**src/design/amx_pkg.sv**
```systemverilog
package amx_pkg;

	// Sizes of the command and result fields.
	localparam int MAX_VERTICES_DEF = 8;
	localparam int CNT_W = 4;
	localparam int VTX_W = 3;
	localparam int CMD_W = 3;
	localparam int STAT_W = 3;
	localparam int DATA_W = 16;

	// Configuration port sizes.
	localparam int APB_AW = 3;
	localparam int APB_DW = 32;

	// Register indexes on the configuration port.
	localparam logic REG_VERTEX_COUNT = 1'b0;

	// Command codes.
	localparam logic [CMD_W-1:0] CMD_SET = 3'd0;
	localparam logic [CMD_W-1:0] CMD_CLEAR = 3'd1;
	localparam logic [CMD_W-1:0] CMD_LIST = 3'd2;
	localparam logic [CMD_W-1:0] CMD_PRED = 3'd3;
	localparam logic [CMD_W-1:0] CMD_SUCC = 3'd4;
	localparam logic [CMD_W-1:0] CMD_TEST = 3'd5;

	// Result status codes.
	localparam logic [STAT_W-1:0] STAT_ACK = 3'd0;
	localparam logic [STAT_W-1:0] STAT_ENTRY = 3'd1;
	localparam logic [STAT_W-1:0] STAT_EMPTY = 3'd2;
	localparam logic [STAT_W-1:0] STAT_PRESENT = 3'd3;
	localparam logic [STAT_W-1:0] STAT_ABSENT = 3'd4;
	localparam logic [STAT_W-1:0] STAT_BAD = 3'd5;

	// One result beat.
	typedef struct packed {
		logic [STAT_W-1:0] status;
		logic [VTX_W-1:0] from_vertex;
		logic [VTX_W-1:0] to_vertex;
		logic last;
	} result_t;

	// Sequencer states.
	typedef enum logic [4:0] {
		S_IDLE = 5'b00001,
		S_MODIFY = 5'b00010,
		S_REPLY = 5'b00100,
		S_SCAN = 5'b01000,
		S_FLUSH = 5'b10000
	} state_t;

endpackage

```
**src/design/amx_row_mem.sv**
```systemverilog
module amx_row_mem
	import amx_pkg::*;
#(
	parameter int MAX_VERTICES = MAX_VERTICES_DEF
) (
	input logic clk,
	input logic arst_n,
	input logic rd_en,
	input logic [$clog2(MAX_VERTICES)-1:0] rd_addr,
	output logic [MAX_VERTICES-1:0] rd_data,
	input logic wr_en,
	input logic [$clog2(MAX_VERTICES)-1:0] wr_addr,
	input logic [MAX_VERTICES-1:0] wr_data
);

	logic [MAX_VERTICES-1:0] mem_q [MAX_VERTICES];
	logic [MAX_VERTICES-1:0] row_valid_q;

	// A row reads as empty until it has been written once since reset.
	always_ff @(posedge clk or negedge arst_n) begin
		if (!arst_n) begin
			row_valid_q <= '0;
		end else if (wr_en) begin
			row_valid_q[wr_addr] <= 1'b1;
		end
	end

	// Write port.
	always_ff @(posedge clk) begin
		if (wr_en) begin
			mem_q[wr_addr] <= wr_data;
		end
	end

	// Registered read port; the data holds while no read is issued.
	always_ff @(posedge clk) begin
		if (rd_en) begin
			rd_data <= row_valid_q[rd_addr] ? mem_q[rd_addr] : '0;
		end
	end

endmodule

```
**src/design/amx_ctrl.sv**
```systemverilog
module amx_ctrl
	import amx_pkg::*;
#(
	parameter int MAX_VERTICES = MAX_VERTICES_DEF
) (
	input logic clk,
	input logic arst_n,
	input logic [CNT_W-1:0] vertex_count,
	input logic in_valid,
	output logic in_ready,
	input logic [CMD_W-1:0] command,
	input logic [VTX_W-1:0] vertex_a,
	input logic [VTX_W-1:0] vertex_b,
	output logic emit_valid,
	output result_t emit,
	input logic out_free,
	output logic rd_en,
	output logic [$clog2(MAX_VERTICES)-1:0] rd_addr,
	input logic [MAX_VERTICES-1:0] rd_data,
	output logic wr_en,
	output logic [$clog2(MAX_VERTICES)-1:0] wr_addr,
	output logic [MAX_VERTICES-1:0] wr_data
);

	localparam int CW = $clog2(MAX_VERTICES);

	state_t state_q;
	logic [CMD_W-1:0] cmd_q;
	logic [VTX_W-1:0] a_q;
	logic [VTX_W-1:0] b_q;
	logic [CW-1:0] nm1_q;
	logic [CW-1:0] i_q;
	logic [CW-1:0] j_q;
	logic issue_q;

	logic v_s1;
	logic [CW-1:0] bit_s1;
	logic [VTX_W-1:0] from_s1;
	logic [VTX_W-1:0] to_s1;
	logic final_s1;

	logic pend_valid_q;
	logic [VTX_W-1:0] pend_from_q;
	logic [VTX_W-1:0] pend_to_q;

	logic [CNT_W-1:0] eff_n;
	logic [CNT_W-1:0] eff_m1;
	logic in_bad;
	logic accept;
	logic hit_s1;
	logic advance;
	logic [CW-1:0] a_cw;
	logic [CW-1:0] b_cw;
	logic [CW-1:0] scan_row;
	logic [CW-1:0] scan_bit;
	logic [CW-1:0] scan_from;
	logic [CW-1:0] scan_to;
	logic scan_final;
	logic present;
	logic [MAX_VERTICES-1:0] mask;

	// Count in use, saturated at the matrix size.
	assign eff_n = (vertex_count > CNT_W'(MAX_VERTICES)) ? CNT_W'(MAX_VERTICES) : vertex_count;
	assign eff_m1 = eff_n - CNT_W'(1);

	assign in_ready = (state_q == S_IDLE);
	assign accept = in_valid && in_ready;

	// Range check of the vertices that each command uses.
	always_comb begin
		unique case (command)
			CMD_SET, CMD_CLEAR, CMD_TEST: begin
				in_bad = (CNT_W'(vertex_a) >= eff_n) || (CNT_W'(vertex_b) >= eff_n);
			end
			CMD_PRED, CMD_SUCC: begin
				in_bad = (CNT_W'(vertex_a) >= eff_n);
			end
			CMD_LIST: begin
				in_bad = 1'b0;
			end
			default: begin
				in_bad = 1'b1;
			end
		endcase
	end

	assign a_cw = a_q[CW-1:0];
	assign b_cw = b_q[CW-1:0];

	// Row, bit and reported edge for the current scan step.
	always_comb begin
		unique case (cmd_q)
			CMD_LIST: begin
				scan_row = i_q;
				scan_bit = j_q;
				scan_from = i_q;
				scan_to = j_q;
				scan_final = (i_q == nm1_q) && (j_q == nm1_q);
			end
			CMD_PRED: begin
				scan_row = j_q;
				scan_bit = a_cw;
				scan_from = j_q;
				scan_to = a_cw;
				scan_final = (j_q == nm1_q);
			end
			default: begin
				scan_row = a_cw;
				scan_bit = j_q;
				scan_from = a_cw;
				scan_to = j_q;
				scan_final = (j_q == nm1_q);
			end
		endcase
	end

	// The scan stalls only when a found entry must push out the pending one.
	assign hit_s1 = v_s1 && rd_data[bit_s1];
	assign advance = !(hit_s1 && pend_valid_q && !out_free);

	// Memory read: the addressed row on a single-edge command, else the scan row.
	assign rd_en = (accept && !in_bad &&
		(command == CMD_SET || command == CMD_CLEAR || command == CMD_TEST)) ||
		(state_q == S_SCAN && issue_q && advance);
	assign rd_addr = (state_q == S_IDLE) ? vertex_a[CW-1:0] : scan_row;

	// Read-modify-write of one row for set and clear.
	assign mask = MAX_VERTICES'(1) << b_cw;
	assign present = rd_data[b_cw];
	assign wr_en = (state_q == S_MODIFY) && out_free && (cmd_q != CMD_TEST);
	assign wr_addr = a_cw;
	assign wr_data = (cmd_q == CMD_SET) ? (rd_data | mask) : (rd_data & ~mask);

	// Result beat offered to the output register.
	always_comb begin
		emit_valid = 1'b0;
		emit = '0;
		unique case (state_q)
			S_REPLY: begin
				emit_valid = 1'b1;
				emit = '{status: STAT_BAD, from_vertex: a_q, to_vertex: b_q, last: 1'b1};
			end
			S_MODIFY: begin
				emit_valid = 1'b1;
				emit.status = (cmd_q == CMD_TEST) ?
					(present ? STAT_PRESENT : STAT_ABSENT) : STAT_ACK;
				emit.from_vertex = a_q;
				emit.to_vertex = b_q;
				emit.last = 1'b1;
			end
			S_SCAN: begin
				emit_valid = hit_s1 && pend_valid_q;
				emit = '{status: STAT_ENTRY, from_vertex: pend_from_q,
					to_vertex: pend_to_q, last: 1'b0};
			end
			S_FLUSH: begin
				emit_valid = 1'b1;
				if (pend_valid_q) begin
					emit = '{status: STAT_ENTRY, from_vertex: pend_from_q,
						to_vertex: pend_to_q, last: 1'b1};
				end else begin
					emit = '{status: STAT_EMPTY, from_vertex: '0, to_vertex: '0, last: 1'b1};
				end
			end
			default: begin
				emit_valid = 1'b0;
			end
		endcase
	end

	// Sequencer control state.
	always_ff @(posedge clk or negedge arst_n) begin
		if (!arst_n) begin
			state_q <= S_IDLE;
			issue_q <= 1'b0;
			v_s1 <= 1'b0;
			pend_valid_q <= 1'b0;
			i_q <= '0;
			j_q <= '0;
		end else begin
			unique case (state_q)
				S_IDLE: begin
					if (accept) begin
						i_q <= '0;
						j_q <= '0;
						v_s1 <= 1'b0;
						pend_valid_q <= 1'b0;
						if (in_bad) begin
							state_q <= S_REPLY;
						end else if (command == CMD_LIST || command == CMD_PRED ||
							command == CMD_SUCC) begin
							if (eff_n == '0) begin
								state_q <= S_FLUSH;
							end else begin
								state_q <= S_SCAN;
								issue_q <= 1'b1;
							end
						end else begin
							state_q <= S_MODIFY;
						end
					end
				end
				S_MODIFY, S_REPLY, S_FLUSH: begin
					if (out_free) begin
						state_q <= S_IDLE;
					end
				end
				S_SCAN: begin
					if (advance) begin
						// Issue stage: step through the matrix bits.
						v_s1 <= issue_q;
						if (issue_q) begin
							if (scan_final) begin
								issue_q <= 1'b0;
							end else if (j_q == nm1_q) begin
								j_q <= '0;
								i_q <= i_q + CW'(1);
							end else begin
								j_q <= j_q + CW'(1);
							end
						end
						// Test stage: a hit becomes the pending entry.
						if (hit_s1) begin
							pend_valid_q <= 1'b1;
						end
						if (v_s1 && final_s1) begin
							state_q <= S_FLUSH;
						end
					end
				end
				default: begin
					state_q <= S_IDLE;
				end
			endcase
		end
	end

	// Command and scan payload registers.
	always_ff @(posedge clk) begin
		if (accept) begin
			cmd_q <= command;
			a_q <= vertex_a;
			b_q <= vertex_b;
			nm1_q <= eff_m1[CW-1:0];
		end
		if (state_q == S_SCAN && advance) begin
			if (issue_q) begin
				bit_s1 <= scan_bit;
				from_s1 <= VTX_W'(scan_from);
				to_s1 <= VTX_W'(scan_to);
				final_s1 <= scan_final;
			end
			if (hit_s1) begin
				pend_from_q <= from_s1;
				pend_to_q <= to_s1;
			end
		end
	end

endmodule

```
**src/design/adjacency_matrix_engine.sv**
```systemverilog
// Directed-graph adjacency matrix engine.
// Commands arrive as beats on the s_ channel: set edge, clear edge, list all
// edges, list predecessors, list successors and test edge. Results leave on the
// m_ channel, with m_tlast high on the final beat of each command. A list gives
// one entry per edge and ends with its last entry marked, or gives one "list
// empty" beat. Set and clear give one acknowledge, test one present or absent
// beat, and a vertex at or above the vertex count one bad-vertex beat.
// The user writes the vertex count over the APB port at address 0 only while
// idle; the block does not enforce it. Commands are handled one at a time.
// Set and clear read the row, then modify and write it back; test only reads
// it. Predecessor and successor lists scan n bits and the full list n*n bits
// for a vertex count n, one matrix bit per cycle through the row memory's
// read port unless the output stalls the scan. Output beats are held in an
// output register; when it is full, m_tready is low and a further entry is
// found, the scan stalls and no beat is lost. Reset clears the matrix (all rows
// read as empty) and sets the count to 8; no memory clearing pass is needed.
module adjacency_matrix_engine
	import amx_pkg::*;
#(
	parameter int MAX_VERTICES = MAX_VERTICES_DEF
) (
	input logic clk,
	input logic arst_n,
	// Command channel.
	input logic s_tvalid,
	output logic s_tready,
	input logic [DATA_W-1:0] s_tdata, // command[2:0], vertex_a[5:3], vertex_b[8:6]
	// Result channel.
	output logic m_tvalid,
	input logic m_tready,
	output logic [DATA_W-1:0] m_tdata, // status[2:0], from_vertex[5:3], to_vertex[8:6]
	output logic m_tlast,
	// Configuration port.
	input logic psel,
	input logic penable,
	input logic pwrite,
	input logic [APB_AW-1:0] paddr,
	input logic [APB_DW-1:0] pwdata,
	output logic [APB_DW-1:0] prdata,
	output logic pready
);

	localparam int CW = $clog2(MAX_VERTICES);

	logic [CNT_W-1:0] vertex_count_q;
	logic m_valid_q;
	result_t m_data_q;
	logic out_free;
	logic emit_valid;
	result_t emit;
	logic rd_en;
	logic [CW-1:0] rd_addr;
	logic [MAX_VERTICES-1:0] rd_data;
	logic wr_en;
	logic [CW-1:0] wr_addr;
	logic [MAX_VERTICES-1:0] wr_data;

	// Configuration register.
	assign pready = 1'b1;
	always_ff @(posedge clk or negedge arst_n) begin
		if (!arst_n) begin
			vertex_count_q <= CNT_W'(8);
		end else if (psel && penable && pwrite && pready && paddr[2] == REG_VERTEX_COUNT) begin
			vertex_count_q <= pwdata[CNT_W-1:0];
		end
	end
	assign prdata = (paddr[2] == REG_VERTEX_COUNT) ? APB_DW'(vertex_count_q) : '0;

	// Output register between the sequencer and the result channel.
	assign out_free = !m_valid_q || m_tready;
	always_ff @(posedge clk or negedge arst_n) begin
		if (!arst_n) begin
			m_valid_q <= 1'b0;
		end else if (out_free) begin
			m_valid_q <= emit_valid;
		end
	end
	always_ff @(posedge clk) begin
		if (out_free && emit_valid) begin
			m_data_q <= emit;
		end
	end

	assign m_tvalid = m_valid_q;
	assign m_tdata = DATA_W'({m_data_q.to_vertex, m_data_q.from_vertex, m_data_q.status});
	assign m_tlast = m_data_q.last;

	amx_ctrl #(
		.MAX_VERTICES(MAX_VERTICES)
	) u_ctrl (
		.clk(clk),
		.arst_n(arst_n),
		.vertex_count(vertex_count_q),
		.in_valid(s_tvalid),
		.in_ready(s_tready),
		.command(s_tdata[CMD_W-1:0]),
		.vertex_a(s_tdata[CMD_W+VTX_W-1:CMD_W]),
		.vertex_b(s_tdata[CMD_W+2*VTX_W-1:CMD_W+VTX_W]),
		.emit_valid(emit_valid),
		.emit(emit),
		.out_free(out_free),
		.rd_en(rd_en),
		.rd_addr(rd_addr),
		.rd_data(rd_data),
		.wr_en(wr_en),
		.wr_addr(wr_addr),
		.wr_data(wr_data)
	);

	amx_row_mem #(
		.MAX_VERTICES(MAX_VERTICES)
	) u_mem (
		.clk(clk),
		.arst_n(arst_n),
		.rd_en(rd_en),
		.rd_addr(rd_addr),
		.rd_data(rd_data),
		.wr_en(wr_en),
		.wr_addr(wr_addr),
		.wr_data(wr_data)
	);

endmodule
```
**config.mk**
```make
export PLATFORM = sky130hd
export DESIGN_NAME = adjacency_matrix_engine
export DESIGN_NICKNAME = d
export VERILOG_FILES = /design/src/design/amx_pkg.sv /design/src/design/amx_row_mem.sv /design/src/design/amx_ctrl.sv /design/src/design/adjacency_matrix_engine.sv
export SDC_FILE = /design/constraint.sdc
export NUM_CORES = 1
export LEC_CHECK = 0
export BUFFER_PORTS_ARGS = -buffer_cell sky130_fd_sc_hd__buf_2
export CAP_MARGIN = 20
export CORE_ASPECT_RATIO = 1.2
export CORE_MARGIN = 1
export CORE_UTILIZATION = 37
export DETAILED_ROUTE_END_ITERATION = 16
export GPL_TIMING_DRIVEN = 0
export HOLD_SLACK_MARGIN = 0.15
export PLACE_DENSITY_LB_ADDON = 0.2
export SYNTH_ARGS = -nofsm -noshare
export SYNTH_HDL_FRONTEND = slang
export SYNTH_SLANG_ARGS = --single-unit
```
**constraint.sdc**
```tcl
create_clock -name clk -period 3.1 [get_ports clk]
set_input_delay 0.31 -clock clk [delete_from_list [all_inputs] [get_ports clk]]
set_output_delay 0.31 -clock clk [all_outputs]
set_load 0.02 [all_outputs]
```
# Word level (Yosys, flattened, before mapping)
# Memory sizes are Yosys's and may differ from the RTL's. A register that Yosys moved wholly into a read port is not among the register bits.
# Cells that the tools add are included.
# word_totals
romBits,0
reg_bits,62
output_inout_bits,52
latchBits,0
in_bits,58
word_cells,168
ramBits,64
n_memories,1
# mem_list
name,depth,word_bits,read_ports,rd_ports_with_merged_regs,wr,line_no,source
u_mem.mem_q,8,8,1,1,1,amx_row_mem.sv:16,logic [MAX_VERTICES-1:0] mem_q [MAX_VERTICES];
# classes
eq_ne,27
reduce_logical,45
addsub,3
n_bitwise,5
n_mux,56
div,0
n_mul,0
magnitude_cmp,8
n_shift,1
# op_table
cell,count
10-bit one-hot mux with 4 select lines,1
3-bit 2-to-1 mux,13
5-bit 2-to-1 mux,7
1-bit logical AND,18
1-bit 2-to-1 mux,18
3-bit one-hot mux with 2 select lines,3
3-bit by 4-bit < comparator with 1-bit output (second input constant),4
8-bit bitwise OR,2
5-bit one-hot mux with 3 select lines,1
3-bit by 2-bit equality test with 1-bit output (second input constant),4
2-bit inequality test (second input constant),6
6-bit AND reduction,2
2-bit by 1-bit inequality test with 1-bit output (second input constant),5
1-bit binary-select mux with 3-bit select,3
3-bit equality test (second input constant),3
9-bit 2-to-1 mux,1
8-bit AND,1
3-bit by 4-bit greater-or-equal comparator with 1-bit output,2
4-bit 2-to-1 mux,2
8-bit 2-to-1 mux,1
8-bit inverter,1
1-bit one-hot mux with 2 select lines,4
4-bit AND reduction,2
1-bit by 3-bit left shift with 8-bit output (first input constant),1
25 further kinds,40

# Longest topological paths before layout
# Gate-level depths: netlist of run 1.
# depth
word_depth,9
ltp_mapped,10
depth_no_buf,9

# Modules after synthesis
# Synthesis of run 1 repeated with hierarchy kept, for this count alone.
# hier_totals
cells_unflattened,446
area_unflattened_um2,6368.6
# by_module_without_submodules
mod,area_each_um2,seq_area_each_um2,cells_per_inst,n_inst
amx_row_mem,3061.7,2362.3,141,1
amx_ctrl,2479.9,1102.3,240,1
adjacency_matrix_engine,827.0,426.7,65,1

# Worst setup path before layout of run 1
# No wires, ideal clock.
# synth_timing
path_type,flip-flop to flip-flop
start,reg vertex_count_q[3]
end,"reg u_mem.rd_data[0] (read register of u_mem.mem_q), enable pin"
path_buffers,1
setup_slack_ps,307
arrival_ps,2464
path_stages_with_launch,11
setup_ps,330
cell_sequence,dfstp_2 > clkbuf_1 > nor2b_1 > ha_1 > nand2b_1 > a21o_1 > a21oi_1 > o31ai_1 > a211oi_1 > and4_1 > or2_1
# synth_between
elab_chain_cells,9
word_cells_on_any_way,10
cone_classes,3 x order compare; 2 x mux; 5 x reduce/logical
# synth_lines
item,line_no,source
"start, declared",adjacency_matrix_engine.sv:45,logic [CNT_W-1:0] vertex_count_q;
"start signal, assigned",adjacency_matrix_engine.sv:64,vertex_count_q <= pwdata[CNT_W-1:0];
4-bit greater-than comparator,amx_ctrl.sv:63,assign eff_n = (vertex_count > CNT_W'(MAX_VERTICES)) ? CNT_W'(MAX_VERTICES) : vertex_count;
4-bit 2-to-1 mux *,amx_ctrl.sv:63,
3-bit by 4-bit greater-or-equal comparator with 1-bit output (on tied branches),"amx_ctrl.sv:73, amx_ctrl.sv:76",
1-bit logical OR,amx_ctrl.sv:73,in_bad = (CNT_W'(vertex_a) >= eff_n) || (CNT_W'(vertex_b) >= eff_n);
1-bit one-hot mux with 3 select lines *,amx_ctrl.sv:71,unique case (command)
1-bit logical NOT *,amx_ctrl.sv:122,assign rd_en = (accept && !in_bad &&
1-bit logical AND * (2 in a row),amx_ctrl.sv:122,
1-bit logical OR *,amx_ctrl.sv:123,(command == CMD_SET || command == CMD_CLEAR || command == CMD_TEST)) ||
net rd_en,adjacency_matrix_engine.sv:51,logic rd_en;
"end, declared",amx_row_mem.sv:10,"output logic [MAX_VERTICES-1:0] rd_data,"
# The timed path passes the listed nets; every way through them passes the cells marked *.
# A chain may end at the register's enable or synchronous reset.

# Worst setup path in the final report of run 1
# layout_timing
start,reg vertex_count_q[3]
end,"reg u_mem.rd_data[3] (read register of u_mem.mem_q), enable pin"
# The elaborated chain is that of the path after synthesis.

==> run metrics, run 1 <==
initial antenna violation count=0; Setup crit start=vertex_count_q[3]; via count=3972; CP peak stage delay=0.61 ns; CP max-delay cell=dfstp_2; Cells after Synth=482; total global routing overflow=0; top post-synthesis cells by count=107 x edfxtp_1, 39 x buf_4, 31 x nand2_1; RSZ-0062 raised after global routing=false; worst hold slack=0.184 ns; drt pass-1 iters=4; PortBufs=36; nets=655; ranking of synthesized cells by area=edfxtp_1 50%, dfrtp_1 9.7%, buf_4 4.5%; CP top delay family=compound AO/OA/AOI/OAI gates; H-Tree Depth=4; average wire per standard cell=16.2 microns; post-synth top area cell=edfxtp_1; warnings from Yosys=0; Relative slew margins=31.4%; met3 Track Usage GR=4.41%; fin util=46.2%; Buffers & Inverters on Critical Path=0; Detailed Route Iter0 Violations=208; Die Area=18000 sq um; Peak VDD IR=0.000348 V; post-synth top area share=49.8%; Max Cap Viol=0; Clock Tree Root=clkbuf_16; antenna viol nets, final=0; Initial Utilization=38.0%; fmax=352 MHz; CP endpoint=u_mem.rd_data[3]; Period minus WS final=2.84 ns; critical path class=reg -> reg; Ports=110; gr usage total=15.7%; total CTS buffers=17; Placement Cell Area=7040 sq um; critical path depth=9; Final Skew=0.00797 ns; Final Hold Fails=0; met2 Track Usage GR=25.9%; largest net degree at the start of global routing=28; CTS tree=yes; Pins Over Slew Limit=0; Worst setup SP type=register; FF-to-FF Start=vertex_count_q[3]; DIE HEIGHT=147 microns; vias in the first global route=3995; Syn Area/Cell=13.4 sq um; num rows=52; critical-path cell list=nor2b_1 > ha_1 > nand2b_1 > a21o_1 > a21oi_1 > o31ai_1 > a211oi_2 > and4_1 > or2_4; layout cell share with drive strength beyond 1=27.0%; fin crit share=91.8%; first-pass GRT wire length=20900 microns; Worst R2R End=u_mem.rd_data[3]; core area=17000 sq um; gp weighted congestion=0.814; slew at the pin closest to its max-slew limit=1.03 ns; asr flop ratio synth=20.1%; post-route design area=7850 sq um; Setup Buffers After CTS=0; Ant. Diodes=0; clk buf depth=2; filler instances=1525; EDFF count, synth=107; Reg2Reg Setup Slack=0.26 ns; final setup fails=0; cell count of the worst reg-to-reg path=9; Worst Path Required=3.22 ns; TritonCTS sink count=134; P&R area growth vs syn=21.6%; global route hottest layer=met2; unique cell type count in the Yosys netlist=60; crit path max fanout=9; vias per inst=4.86; kind of end point of the critical path=register; Worst-path clk slew=0.06 ns; CP Data Arrival Time=2.96 ns; status=finished clean; Pwr per Cell Area=791 nW/um^2; sequential share of the synthesized area=60.3%; number of synthesized register bits=134; final wirelength=13200 microns; commonest register cell after synthesis=edfxtp_1; leakage=0.00321 uW; synthesized cell area=6450 sq um; # DRC=0; most common cell in the netlist=edfxtp_1; DP Wirelength=9410 microns; die width=123 microns; met1 Usage GRT=19.3%; Min-Delay Path Class=in -> reg; worst skew pair latency=0.42 ns; Final Power=6210 uW
==> placed cells by master (no fill, tap or decap), drive strengths merged, types with 3 or more instances in the layout <==
cell / Yosys / layout
xor2: 7 / 7
clkinv: 0 / 7
ha: 9 / 9
clkbuf: 7 / 25
nand3: 5 / 5
nor3: 12 / 12
o21ai: 7 / 7
bufinv: 0 / 5
inv: 16 / 17
a21o: 5 / 5
a22o: 6 / 6
or2: 11 / 11
buf: 44 / 83
dfrtp: 25 / 25
o31ai: 4 / 4
a21oi: 19 / 19
dlygate4sd3: 0 / 14
nor3b: 3 / 3
nor2b: 8 / 8
a31oi: 3 / 3
edfxtp: 107 / 107
nand2: 31 / 31
nor2: 20 / 20
a211oi: 3 / 3
nand2b: 11 / 11
conb: 2 / 36
mux2i: 25 / 25
o211ai: 16 / 16
mux2: 43 / 43
nand3b: 7 / 7
==> through the flow <==
stage | TNS [ns] | std cells | setup slack (ns)
floorplan | 0 | 516 | 0.307
finish | 0 | 817 | 0.255
global route | 0 | 817 | 0.120
global placement | -3.30 | 768 | -0.413
detailed placement | -3.24 | 769 | -0.406
CTS | 0 | 814 | 0.229
==> area by class of cell <==
class                           count  area [sq um]  share of cell area, %
Buffer                             50           353                   4.49
Timing Repair Buffer               54           354                   4.51
Clock inverter                     14           206                   2.63
Inverter                           16          60.1                  0.765
Multi-Input combinational cell    315          2290                   29.1
Sequential cell                   134          3890                   49.6
Tap cell                          216           270                   3.44
Clock buffer                       18           429                   5.47
==> state kept, by name, summed over array words and instances, names as in the netlist, 4 cells and up <==
| signal | cells |
|---|---|
| u_mem.mem_q | 64 |
| m_tdata | 9 |
| u_mem.rd_data | 8 |
| u_mem.row_valid_q | 8 |
| u_ctrl.state_q | 5 |
| vertex_count_q | 4 |
==> power breakdown <==
part | total [uW] | internal, uW | switching [uW] | leakage, uW
sequential | 2340 | 2210 | 135 | 0.00133
clock | 2170 | 1420 | 746 | 0.000309
combinational | 1700 | 684 | 1020 | 0.00157
==> worst min-delay path: cells and delay by family <==
kind / cells / cell delay (ns)
AOI/OAI and AO/OA: 1 / 0.07
buffers and inverters: 1 / 0.11
and+or+nand+nor: 1 / 0.07
==> timing repair <==
action | in CTS | in global routing
gates resized for setup | 2 | 0
hold endpoints to repair | 38 | 0
setup endpoints to repair | 8 | 0
hold buffers | 14 | 0
==> logic make-up after synthesis <==
kind of cell	Yosys count	share of synthesized area [%]
flip-flops	134	60.3
AND/OR/NAND/NOR	120	10.0
AO/OA/AOI/OAI	72	7.91
multiplexers	70	12.4
buffers and inverters	67	6.46
adder cells (fa/ha/maj)	9	1.74
XOR/XNOR	8	1.09
other	2	0.116
==> worst min path at each step <==
| stage | startpoint | end | slack, ns | depth (start not counted) |
|---|---|---|---|---|
| 4_1_cts | s_tvalid | u_ctrl.state_q[3] | 0.17 | 3 |
| 5_1_grt | s_tvalid | u_ctrl.state_q[3] | 0.20 | 3 |
| 6_report | s_tvalid | u_ctrl.state_q[3] | 0.18 | 3 |
| 3_5_place_dp | arst_n | u_ctrl.j_q[0] | 0.38 | 1 |
| 2_1_floorplan | arst_n | m_tvalid | 0.01 | 0 |
| 3_3_place_gp | arst_n | u_ctrl.j_q[0] | 0.36 | 1 |
==> layer usage <==
metal,wire length [microns],vias up,share of wire [%]
met3,553,18,4.2
met2,6630,112,50
li1,-,1921,-
met4,218,0,1.7
met1,5810,1921,44
met5,0,-,0
Power figures use the tool's default switching activity.
==> inputs of run 2 (changes only) <==
MAX_ROUTING_LAYER = met4   (was default)
==> run 2 against run 1 <==
Compared with the run above:
- power about the same
- hold slack got worse by 0.0014 ns
- via count rose by 0.13%
==> run metrics, run 2 (synthesis results as in run 1) <==
Final Hold Fails=0 (unchanged); Worst Path Required=3.22 ns (about the same); final setup margin=0.253 ns (was 0.255 ns); first-pass GRT wire length=20900 microns (about the same); Setup Buffers After CTS=0 (unchanged); largest net degree at the start of global routing=28 (unchanged); Initial Utilization=38.0% (unchanged); CTS tree=yes (unchanged); Reg2Reg Setup Slack=0.25 ns (was 0.26 ns); die width=123 microns (unchanged); Pins Over Slew Limit=0 (unchanged); worst hold slack=0.182 ns (was 0.184 ns); Worst setup SP type=register (unchanged); worst skew pair latency=0.42 ns (about the same); pre-CTS WS=-0.406 ns (unchanged); most frequent cells in the layout=107 x edfxtp_1, 41 x buf_4, 39 x buf_2, 36 x conb_1, 31 x nand2_1 (unchanged); core area=17000 sq um (unchanged); crit path max fanout=9 (unchanged); DIE HEIGHT=147 microns (unchanged); layout cell share with drive strength beyond 1=27.0% (unchanged); TritonCTS sink count=134 (unchanged); vias in the first global route=3991 (was 3995); total CTS buffers=17 (unchanged); part of the power in registers=37.7% (about the same); gp weighted congestion=0.826 (was 0.814); final setup fails=0 (unchanged); nets=655 (unchanged); Ant. Diodes=0 (unchanged); # DRC=0 (unchanged); commonest non-fill, non-tap cell in the layout=edfxtp_1 (unchanged); most flop-heavy register=u_mem.mem_q (unchanged); PortBufs=36 (unchanged); num rows=52 (unchanged); kind of end point of the critical path=register (unchanged); Ports=110 (unchanged); fmax=351 MHz (was 352 MHz); Buffers & Inverters on Critical Path=0 (unchanged); Max Cap Viol=0 (unchanged); critical-path cell list=nor2b_1 > ha_1 > nand2b_1 > a21o_1 > a21oi_1 > o31ai_1 > a211oi_2 > and4_1 > or2_4 (unchanged); average wire per standard cell=16.2 microns (about the same); Detailed Route Iter0 Violations=181 (was 208); clock share of power=34.9% (about the same); fin crit share=91.8% (about the same); Clock Tree Root=clkbuf_16 (unchanged); initial antenna violation count=0 (unchanged); CP top delay family=compound AO/OA/AOI/OAI gates (unchanged); gr usage total=16.2% (was 15.7%); Worst-path clk slew=0.06 ns (about the same); vias per inst=4.87 (was 4.86); Min-Delay Path Class=in -> reg (unchanged); post-route design area=7850 sq um (unchanged); fin util=46.2% (unchanged); DP Cell Count=769 (unchanged); antenna viol nets, final=0 (unchanged); RSZ-0062 raised after global routing=false (unchanged); slew at the pin closest to its max-slew limit=1.03 ns (about the same); Die Area=18000 sq um (unchanged); Largest register FFs=64 (unchanged); drt pass-1 iters=4 (unchanged); leakage=0.00321 uW (unchanged); critical path class=reg -> reg (unchanged); P&R area growth vs syn=21.6% (unchanged); Placement Cell Area=7040 sq um (unchanged); clk buf depth=2 (unchanged); CP max-delay cell=dfstp_2 (unchanged); status=finished clean (unchanged); Relative slew margins=31.1% (was 31.4%); P_int=4310 uW (about the same); Switching Fraction=30.6% (about the same); H-Tree Depth=4 (unchanged); Peak VDD IR=0.000350 V (was 0.000348 V); final wirelength=13200 microns (about the same); fin cells=817 (unchanged); Period minus WS final=2.85 ns (was 2.84 ns); CP Data Arrival Time=2.96 ns (about the same); Comb pwr share=27.4% (about the same); Pwr per Cell Area=791 nW/um^2 (about the same); Psw=1900 uW (about the same); Final Skew=0.00799 ns (was 0.00797 ns); total global routing overflow=0 (unchanged); CP peak stage delay=0.61 ns (about the same); DP Wirelength=9410 microns (unchanged); via count=3977 (was 3972)
## run 2: worst paths after layout
path / cells after the start / to / from
setup / recovery: 9 / u_mem.rd_data[3] / vertex_count_q[3]
hold / removal: 3 / u_ctrl.state_q[3] / s_tvalid
setup reg to reg: 9 / u_mem.rd_data[3] / vertex_count_q[3]
hold reg to reg: 0 / u_ctrl.pend_from_q[0] / u_ctrl.from_s1[0]
max in group asynchronous: 2 / u_mem.row_valid_q[3] / arst_n
min in group asynchronous: 2 / u_ctrl.j_q[0] / arst_n
## run 2: cell type report
class / instances / area [sq um]
Clock buffer: 18 / 429
Sequential cell: 134 / 3890
Clock inverter: 14 / 206
Inverter: 16 / 60.1
Tap cell: 216 / 270
Multi-Input combinational cell: 315 / 2290
Fill cell: 1525 / 9130
Timing Repair Buffer: 54 / 354
Buffer: 50 / 353
## run 2: worst min-delay path, cell delays in order
cell     delay (ns)
buf_2          0.11
nand2_1        0.07
o21ai_1        0.07
## run 2: power groups by stage
| stage | registers [uW] | logic, uW | clock network (uW) |
|---|---|---|---|
| finish | 2340 | 1700 | 2170 |
| global route | 2370 | 1860 | 2270 |
| CTS | 2340 | 1720 | 2200 |
| detailed placement | 2370 | 1700 | 0 |
| global placement | 2370 | 1680 | 0 |
| floorplan | 2380 | 1240 | 0 |
## run 2: through the flow
stage          power (uW)  TNS, ns
2_1_floorplan        3620        0
3_3_place_gp         4040    -3.30
3_5_place_dp         4080    -3.24
4_1_cts              6260        0
5_1_grt              6500        0
6_report             6210        0
## run 2: metal layers
| layer | vias up | global-route usage [%] | part of all wire (%) |
|---|---|---|---|
| li1 | 1922 | - | - |
| met1 | 1914 | 19.3 | 43 |
| met2 | 122 | 25.9 | 50 |
| met3 | 19 | 4.73 | 4.8 |
| met4 | 0 | 5.67 | 1.8 |
| met5 | - | - | 0 |
## run 2: what timing repair did
action,4_1_cts,5_1_grt
resized for setup,2,0
hold endpoints to repair,38,0
hold buffers,14,0
setup endpoints to repair,8,0
